`src/design/aolq_pkg.sv`:
```
// shared types, constants and codes for the open list queue
package aolq_pkg;

   localparam int QueueDepth = 64;
   localparam int CoordBits  = 10;
   localparam int CostBits   = 16;
   localparam int TagBits    = 16;
   localparam int IdxBits    = $clog2(QueueDepth);
   localparam int CountBits  = $clog2(QueueDepth + 1);

   localparam logic [1:0] ACT_PUSH   = 2'd0;
   localparam logic [1:0] ACT_POP    = 2'd1;
   localparam logic [1:0] ACT_SEARCH = 2'd2;
   localparam logic [1:0] ACT_NONE   = 2'd3;

   localparam logic [1:0] STS_OK        = 2'd0;
   localparam logic [1:0] STS_POP_EMPTY = 2'd1;
   localparam logic [1:0] STS_FULL      = 2'd2;
   localparam logic [1:0] STS_NOT_FOUND = 2'd3;

   typedef struct packed {
      logic [CoordBits-1:0] coord_x;
      logic [CoordBits-1:0] coord_y;
      logic [CostBits-1:0]  cost_g;
      logic [CostBits-1:0]  cost_h;
      logic [TagBits-1:0]   parent;
   } entry_type;

   typedef struct packed {
      logic [1:0] action;
      entry_type  entry;
   } req_word_type;

   typedef struct packed {
      logic [1:0]           status;
      logic                 found;
      entry_type            entry;
      logic [CountBits-1:0] entry_count;
   } rsp_word_type;

   typedef struct packed {
      logic load;
      logic find;
      logic place;
      logic publish;
   } cmd_type;

   typedef struct packed {
      logic is_push;
   } sts_type;

endpackage

```
`src/design/aolq_ctrl.sv`:
```
// sequencing state machine for the open list queue
module aolq_ctrl (
   input  logic              clock,
   input  logic              reset,
   input  logic              req_valid,
   output logic              req_ready,
   output logic              rsp_valid,
   input  logic              rsp_ready,
   input  aolq_pkg::sts_type sts,
   output aolq_pkg::cmd_type cmd
);

   typedef enum logic [3:0] {
      ST_IDLE  = 4'b0001,
      ST_FIND  = 4'b0010,
      ST_PLACE = 4'b0100,
      ST_DONE  = 4'b1000
   } state_type;

   state_type state_ff, state_in;
   logic      rsp_valid_ff, rsp_valid_in;

   always_comb begin
      state_in = state_ff;
      cmd      = '0;
      case (state_ff)
         ST_IDLE: begin
            if (req_valid) begin
               cmd.load = 1'b1;
               state_in = ST_FIND;
            end
         end
         ST_FIND: begin
            cmd.find = 1'b1;
            state_in = sts.is_push ? ST_PLACE : ST_DONE;
         end
         ST_PLACE: begin
            cmd.place = 1'b1;
            state_in  = ST_DONE;
         end
         ST_DONE: begin
            if (!rsp_valid_ff || rsp_ready) begin
               cmd.publish = 1'b1;
               state_in    = ST_IDLE;
            end
         end
         default: state_in = ST_IDLE;
      endcase
   end

   always_comb begin
      if (cmd.publish) begin
         rsp_valid_in = 1'b1;
      end else if (rsp_ready) begin
         rsp_valid_in = 1'b0;
      end else begin
         rsp_valid_in = rsp_valid_ff;
      end
   end

   always_ff @(posedge clock) begin
      if (reset) begin
         state_ff     <= ST_IDLE;
         rsp_valid_ff <= 1'b0;
      end else begin
         state_ff     <= state_in;
         rsp_valid_ff <= rsp_valid_in;
      end
   end

   assign req_ready = (state_ff == ST_IDLE);
   assign rsp_valid = rsp_valid_ff;

`ifndef NO_ASSERTIONS
   a_publish_only_done: assert property (@(posedge clock) disable iff (reset)
      cmd.publish |-> state_ff == ST_DONE)
      else $error("publish outside done state");
   a_place_after_find: assert property (@(posedge clock) disable iff (reset)
      state_ff == ST_PLACE |-> $past(state_ff) == ST_FIND)
      else $error("place step not preceded by find");
   a_done_holds: assert property (@(posedge clock) disable iff (reset)
      state_ff == ST_DONE && rsp_valid_ff && !rsp_ready |=> state_ff == ST_DONE)
      else $error("result overwrote an untaken word");
`endif

endmodule

```
`config.mk`:
```
export PLATFORM = sky130hd
export DESIGN_NAME = aolq_ctrl
export DESIGN_NICKNAME = d
export VERILOG_FILES = /design/src/design/aolq_pkg.sv /design/src/design/aolq_ctrl.sv
export SDC_FILE = /design/constraint.sdc
export NUM_CORES = 1
export LEC_CHECK = 0
export ABC_AREA = 1
export BUFFER_PORTS_ARGS = -buffer_cell sky130_fd_sc_hd__buf_2
export CORE_AREA = 8 8 45 47
export DETAILED_ROUTE_END_ITERATION = 7
export DIE_AREA = 0 0 53 55
export PLACE_DENSITY = 0.44
export REMOVE_ABC_BUFFERS = 1
export SYNTH_ARGS = -nofsm -noshare
export SYNTH_HDL_FRONTEND = slang
export SYNTH_SLANG_ARGS = --single-unit
```
`constraint.sdc`:
```
create_clock -name clock -period 0.82 [get_ports clock]
set_input_delay 0.164 -clock clock [delete_from_list [all_inputs] [get_ports clock]]
set_output_delay 0.164 -clock clock [all_outputs]
set_load 0.1 [all_outputs]
```
==> out/qor.yml, run 1 <==
route:
  route.detailed.drc: 0
  vias: 346
  via_per_inst: 3.977
  drtPass1Iterations: 2
  antenna_left: 0
  routed_wl_um: 793
  wl_per_cell_um: 9.115
  drt-initial-drc-count: 3
critical_path:
  crit_required_ps: 660
  critPathKind: "flop to output pin"
  cp-start-kind: "flop"
  worstRegToRegCells: 7
  rr_endpoint: "state_ff[1]"
  end_kind: "output pin"
  critPathArrivalTime_ps: 1160
  regToRegSetupSlack_ps: -270
  reg2reg_from: "state_ff[2]"
  cp_max_fo: 4
sta:
  period_minus_slack_ps: 1319
  drv_slew: 0
  slew_headroom_pct: 88.59
  fmax_mhz: 758.1
  worst_slack_ps: -499.1
  hold_viol: 0
  finalCritPeriodShare_pct: 160.9
  skew_ps: 0.9667
  worstMarginPinSlew_ps: 169.8
  grt_setup_unrepaired: "yes"
  setup_viol: 11
global_routing:
  grt_max_degree: 5
  groute.usage.overall_pct: 5.841
  met2_usage_pct: 8.594
  grt_pass1_vias: 296
  grt-busiest-layer: "met4"
  antenna_found_initial: 0
  overflow: 0
  grt_pass1_wl_um: 1138
  met1_usage_pct: 4.697
  grtUsageMet3_pct: 2.941
placed_design:
  place_area_um2: 504.2
  gp_congestion: 0.8079
  hpwl_um: 596.6
  place_ws_ps: -331.3
  numPortBuffers: 10
floorplan:
  coreArea_um2: 1384
  dieArea_um2: 2915
  start_util_pct: 21.61
  die_x_um: 53
  ioPinCount: 11
  rows: 14
  die_y_um: 55
clock_tree:
  cts_hold_buf: 0
  cts_max_level: 1
  cts_buffers: 3
  clock_sinks: 5
  cts_tree: "yes"
  clk_pin_slew_worst_paths_ps: 40
  clockRootBuffer: "clkbuf_4"
  clk_latency_ps: 240
  cts_buffer_depth: 2
synthesis:
  seq_area_frac_synth_pct: 33.47
  ys_ff_latch: 5
  yosys_warnings: 0
  synth_cell_types: 12
  avgSynthCellArea_um2: 6.645
  syn-cell-area_um2: 299.0
  synth_cells: 45
power:
  p_leak_nw: 0.3166
  power_density_nw_per_um2: 1450
  ir_worst_vdd_v: 0.001021
  total_power_uw: 941.4
finish:
  layout_common_cells: "11 x buf_4, 6 x nor2_4, 6 x nand2_1, 6 x inv_1, 6 x buf_12"
  drive_gt1_share_pct: 71.83
  num-fill-cells: 141
  final_common_cell: "buf_4"
  final_area_um2: 649.4
  utilization_pct: 46.93
  nets: 77
  syn_to_final_growth_pct: 117.2
  antenna_cells: 0
status:
  violations: "negative setup slack"
  outcome: "finished, violations left"
min_path:
  min_path_type: "input port to flop"
  min_from: "reset"
  min_to: "rsp_valid"
  hold_depth: 2
job:
  drv_cap: 0
==> worst max-delay path, stage by stage, from the launching register on <==
cell	delay [ps]
dfxtp_4	350
inv_2	70
nand2_4	70
nor2_4	90
inv_2	50
nor2_4	90
buf_12	180
==> cell type report <==
class                           instances  area (µm²)  area share (%)
Multi-Input combinational cell         27       198.9           30.64
Clock buffer                            4       26.28           4.046
Timing Repair Buffer                   23       245.2           37.76
Tap cell                               16       20.02           3.083
Inverter                               12       47.55           7.322
Sequential cell                         5       111.4           17.15
==> through the flow <==
| step | hold slack (ps) | TNS (ps) | cells |
|---|---|---|---|
| final | 180.2 | -3422 | 87 |
| after global routing | 183.5 | -3949 | 87 |
| after CTS | 140.1 | -3408 | 82 |
| after detailed placement | 409.9 | -2162 | 77 |
| after global placement | 415.2 | -2107 | 77 |
| after floorplan | 230.9 | -8543 | 44 |
==> where the power goes <==
group	leakage, nW	switching [mW]	total, mW	internal, mW
Sequential	0.0430	0.0164	0.272	0.255
Clock	0.0150	0.106	0.290	0.184
Combinational	0.259	0.224	0.380	0.156
==> cells by family after synthesis <==
logic type             share of synthesized area (%)
AND/OR/NAND/NOR                                48.96
buffers and inverters                          17.57
flip-flops                                     33.47
==> how the worst max path moves through the flow <==
| stage | from | to | slack (ps) | cells past startpoint |
|---|---|---|---|---|
| floorplan | state_ff[1] | cmd[3] | -1680 | 5 |
| global placement | state_ff[0] | cmd[3] | -330 | 5 |
| detailed placement | state_ff[1] | cmd[3] | -330 | 6 |
| CTS | state_ff[3] | cmd[3] | -510 | 6 |
| global route | state_ff[2] | cmd[3] | -530 | 6 |
| finish | state_ff[2] | cmd[3] | -500 | 6 |
==> registers in the layout, indices dropped and copies added (netlist names) <==
signal,flops
rsp_valid,1
state_ff,4
==> Yosys cell counts <==
library cell,n,area [µm²]
nand3_1,5,25.02
nand2_1,7,26.28
nand2_4,1,11.26
inv_1,9,33.78
buf_4,1,7.510
nor2_2,3,18.77
inv_2,3,11.26
nor2_1,7,26.28
dfxtp_1,5,100.1
nor2_4,2,22.52
nor3_2,1,10.01
nor4_1,1,6.260
==> repair_timing <==
item                                    CTS  global route
resized for setup                        12            13
endpoints found under the setup margin   11            11
pin swaps                                 2             6
hold endpoints to repair                  0             0
setup buffers                             1             5
==> per-layer routing <==
layer	routed length (µm)	part of all wire (%)	vias to the layer above
li1	-	-	184
met1	305	38	145
met3	89	11	4
met2	365	46	13
met4	32	4.0	0
met5	0	0	-
Note: power is estimated with default switching activity, not from simulation.
==> inputs of run 2 (changes only) <==
--- a/config.mk
+++ b/config.mk
@@ -10,6 +10,7 @@
 export CORE_AREA = 8 8 45 47
 export DETAILED_ROUTE_END_ITERATION = 7
 export DIE_AREA = 0 0 53 55
+export GPL_ROUTABILITY_DRIVEN = 0
 export PLACE_DENSITY = 0.44
 export REMOVE_ABC_BUFFERS = 1
 export SYNTH_ARGS = -nofsm -noshare
==> constraint.sdc (replaced) <==
create_clock -name clock -period 0.82 [get_ports clock]
set_input_delay 0.164 -clock clock [delete_from_list [all_inputs] [get_ports clock]]
set_output_delay 0.164 -clock clock [all_outputs]
set_load 0.01 [all_outputs]
==> out/qor.yml, run 2 (synthesis gave the netlist of run 1 again) <==
sta:
  worst_slack_ps: -411.4
  whs_ps: 172.6
  grt_setup_unrepaired: "yes"
  slew_headroom_pct: 86.81
  drv_slew: 0
  setup_viol: 11
  fmax_mhz: 812.1
  period_minus_slack_ps: 1231
  hold_viol: 0
  finalSetupTns_ps: -2566
  skew_ps: 4.728
  finalCritPeriodShare_pct: 150.2
  worstMarginPinSlew_ps: 196.4
floorplan:
  dieArea_um2: 2915
  start_util_pct: 21.61
  coreArea_um2: 1384
  ioPinCount: 11
  die_x_um: 53
  rows: 14
  die_y_um: 55
placed_design:
  hpwl_um: 562.4
  place_ws_ps: -193.5
  dp_cells: 74
  numPortBuffers: 10
finish:
  layout_common_cells: "8 x buf_2, 7 x inv_1, 6 x nand2_1, 6 x buf_4"
  seq_area_um2: 106.4
  regMostFlops: "state_ff"
  num-fill-cells: 152
  syn_to_final_growth_pct: 78.24
  final_common_cell: "buf_2"
  final_cells: 83
  multiInputGateArea_um2: 191.4
  largest_reg_flops: 4
  drive_gt1_share_pct: 70.15
  nets: 73
  antenna_cells: 0
route:
  via_per_inst: 3.892
  vias: 323
  routed_wl_um: 795
  drt-initial-drc-count: 4
  drtPass1Iterations: 2
  route.detailed.drc: 0
  antenna_left: 0
  wl_per_cell_um: 9.578
power:
  p_int_uw: 538.7
  ir_worst_vdd_v: 0.0006780
  p_sw_share_pct: 27.14
  power_frac_seq_pct: 36.7
  combPwrFrac_pct: 25.6
  p_leak_nw: 0.2839
  switchingPower_uw: 200.6
  power_density_nw_per_um2: 1387
  pwr-share-clk_pct: 37.7
clock_tree:
  cts_buffers: 3
  clockRootBuffer: "clkbuf_4"
  clock_sinks: 5
  cts_max_level: 1
  clk_pin_slew_worst_paths_ps: 40
  cts_tree: "yes"
  clk_latency_ps: 240
  cts_buffer_depth: 2
global_routing:
  antenna_found_initial: 0
  groute.usage.overall_pct: 7.209
  grt_max_degree: 5
  grt_pass1_vias: 327
  grt_pass1_wl_um: 1421
  overflow: 0
critical_path:
  cp_max_fo: 4
  cp-start-kind: "flop"
  critPathKind: "flop to output pin"
  max_stage_delay_ps: 330
  cp_cell_sequence: "nor2_2, nand2_1, nor2_2, buf_2"
  end_kind: "output pin"
  critPathArrivalTime_ps: 1070
  crit_slowest_cell: "dfxtp_2"
  critPathBufInv: 1
  crit_path_frequent_cell: "nor2_2"
  cp_top_family: "simple AND/OR/NAND/NOR gates"
  regToRegSetupSlack_ps: -180
  crit_required_ps: 660
job:
  drv_cap: 0
min_path:
  min_path_type: "input port to flop"
status:
  outcome: "finished, violations left"
  violations: "negative setup slack"
[run 2: cell types whose count changed in the layout (fill, tap and decap cells not counted), sizes merged]
cell,change
buf,-4
[run 2: worst paths after layout]
check | startpoint | end | cells after the start
worst max-delay path | state_ff[0] | cmd[0] | 4
worst min-delay path | reset | state_ff[1] | 2
worst max register to register | state_ff[1] | state_ff[1] | 7
worst min register to register | state_ff[2] | state_ff[0] | 3
[run 2: final cells by class]
cell class              count  share of cell area, %
multi-input cells          27                  35.92
inverters                  12                  8.920
clock buffers               4                  4.930
flip-flops and latches      5                  19.95
repair buffers             19                  26.53
well taps                  16                  3.756
[run 2: per-stage QoR]
step | utilization (%) | cell area [µm²] | total power [mW]
2_1_floorplan | - | 291.5 | 0.3504
3_3_place_gp | 28.30 | 391.6 | 0.4215
3_5_place_dp | 28.30 | 391.6 | 0.4182
4_1_cts | 35.08 | 485.5 | 0.7412
5_1_grt | 38.52 | 533.0 | 0.7994
6_report | 38.52 | 533.0 | 0.7393
[run 2: worst register-to-register path: cells and delay by family, from the launching register on]
kind                   cells  cell delay (ps)
flip-flops                 1              330
AND/OR/NAND/NOR            3              270
buffers and inverters      4              330
[run 2: power by group through the flow]
stage,combinational [mW],clock [mW],sequential [mW]
after floorplan,0.0826,0,0.268
after global placement,0.152,0,0.269
after detailed placement,0.149,0,0.269
after CTS,0.175,0.297,0.269
after global routing,0.210,0.315,0.274
final,0.189,0.279,0.272
[run 2: layer usage]
layer	global-route usage (%)	share of wire, %	up-vias
li1	-	-	175
met1	6.829	41	139
met2	10.35	51	9
met3	3.476	8.4	0
met4	9.052	0	0
met5	0	0	-
[run 2: timing repair]
item                       CTS  global route
hold buffers                 0             0
gates resized for setup     15             8
setup endpoints to repair   11            11
buffers inserted             3             2
pin swaps                    3             5
gates cloned                 0             0
==> inputs of run 3 (changes only) <==
--- a/config.mk
+++ b/config.mk
@@ -7,11 +7,13 @@
 export LEC_CHECK = 0
 export ABC_AREA = 1
 export BUFFER_PORTS_ARGS = -buffer_cell sky130_fd_sc_hd__buf_2
-export CORE_AREA = 8 8 45 47
+export CELL_PAD_IN_SITES_DETAIL_PLACEMENT = 0
+export CELL_PAD_IN_SITES_GLOBAL_PLACEMENT = 2
+export CORE_MARGIN = 8
+export CORE_UTILIZATION = 19
 export DETAILED_ROUTE_END_ITERATION = 7
-export DIE_AREA = 0 0 53 55
 export GPL_ROUTABILITY_DRIVEN = 0
-export PLACE_DENSITY = 0.44
+export PLACE_DENSITY = 0.65
 export REMOVE_ABC_BUFFERS = 1
 export SYNTH_ARGS = -nofsm -noshare
 export SYNTH_HDL_FRONTEND = slang
==> out/qor.yml, run 3 (synthesis gave the netlist of run 1 again) <==
status:
  outcome: "finished, violations left"
  violations: "negative setup slack"
finish:
  nets: 79
  layout_common_cells: "10 x buf_6, 10 x buf_4, 7 x inv_1"
  largest_reg_flops: 4
  utilization_pct: 42.86
  final_cells: 89
  regMostFlops: "state_ff"
  final_area_um2: 638.1
  syn_to_final_growth_pct: 113.4
  drive_gt1_share_pct: 75.34
  antenna_cells: 0
power:
  power_density_nw_per_um2: 1262
  p_leak_nw: 0.3167
  total_power_uw: 805.2
  ir_worst_vdd_v: 0.0006872
route:
  vias: 375
  via_per_inst: 4.213
  drtPass1Iterations: 2
  routed_wl_um: 1009
  route.detailed.drc: 0
  antenna_left: 0
  wl_per_cell_um: 11.34
  drt-initial-drc-count: 1
sta:
  grt_setup_unrepaired: "yes"
  skew_ps: 6.109
  drv_slew: 0
  finalSetupTns_ps: -2958
  worstMarginPinSlew_ps: 193.9
  worst_slack_ps: -431.9
  period_minus_slack_ps: 1252
  fmax_mhz: 798.8
  setup_viol: 11
  slew_headroom_pct: 86.97
  finalCritPeriodShare_pct: 152.7
  hold_viol: 0
  whs_ps: 152.9
clock_tree:
  clockRootBuffer: "clkbuf_4"
  cts_buffers: 3
  cts_buffer_depth: 2
  cts_max_level: 1
  clk_latency_ps: 250
  clock_sinks: 5
  clk_pin_slew_worst_paths_ps: 50
  cts_tree: "yes"
placed_design:
  dp_cells: 72
  place_area_um2: 376.6
  numPortBuffers: 10
  place_ws_ps: -209.3
  hpwl_um: 594.4
floorplan:
  rows: 14
  coreArea_um2: 1489
  die_y_um: 55.67
  die_x_um: 55.67
  ioPinCount: 11
  start_util_pct: 20.08
  dieArea_um2: 3099
job:
  drv_cap: 0
critical_path:
  critPathKind: "flop to output pin"
  worstRegToRegCells: 8
  reg2reg_from: "state_ff[1]"
  end_kind: "output pin"
  critPathArrivalTime_ps: 1090
  crit_start: "state_ff[1]"
  crit_required_ps: 660
  cp_max_fo: 3
  rr_endpoint: "state_ff[0]"
  regToRegSetupSlack_ps: -280
  cp-start-kind: "flop"
min_path:
  hold_depth: 2
  min_path_type: "input port to flop"
  min_from: "reset"
  min_to: "rsp_valid"
global_routing:
  groute.usage.overall_pct: 6.338
  grt_max_degree: 5
  overflow: 0
  grt_pass1_wl_um: 1545
  antenna_found_initial: 0
  grt_pass1_vias: 390
## run 3: changes by cell type in the layout (fill, tap and decap cells not counted), moves of 2 or more
cell,delta
buf_6,+5
buf_4,+4
buf_2,-3
nor2_4,+3
dfxtp_2,-2
dfxtp_4,+2
nand3_2,-2
nand3_4,+2
nor2_2,-2
## run 3: area by class of cell
cell class	count	area (µm²)
repair buffers	25	212.7
inverters	12	50.05
fillers	145	850.8
clock buffers	4	26.28
flip-flops and latches	5	111.4
well taps	16	20.02
multi-input cells	27	217.7
## run 3: worst max-delay path by stage
stage	end	slack (ps)	cells past startpoint
3_5_place_dp	cmd[3]	-210	6
4_1_cts	cmd[3]	-440	6
3_3_place_gp	cmd[3]	-210	6
5_1_grt	cmd[3]	-490	6
2_1_floorplan	cmd[3]	-160	5
6_report	cmd[0]	-430	4
## run 3: timing repair
item / CTS / global route
gates resized for setup: 15 / 22
pin swaps: 7 / 11
hold buffers: 0 / 0
buffers inserted: 6 / 8
setup endpoints to repair: 11 / 11
gates cloned: 0 / 0
## run 3: where the power goes
group / total [mW] / switching (mW) / internal, mW
clock: 0.302 / 0.117 / 0.185
sequential: 0.273 / 0.0175 / 0.255
combinational: 0.231 / 0.110 / 0.121
## run 3: per-layer routing
| layer | global-route usage, % | routed length, µm |
|---|---|---|
| met4 | 7.394 | 45 |
| met3 | 0.9132 | 21 |
| met1 | 5.436 | 367 |
| met2 | 11.38 | 575 |
| met5 | 0 | 0 |
## run 3: worst max-delay path: stages, from the launching register on
cell     delay (ps)
dfxtp_2         340
nor2_4          180
nand2_2          90
nor2_4          110
buf_6           110
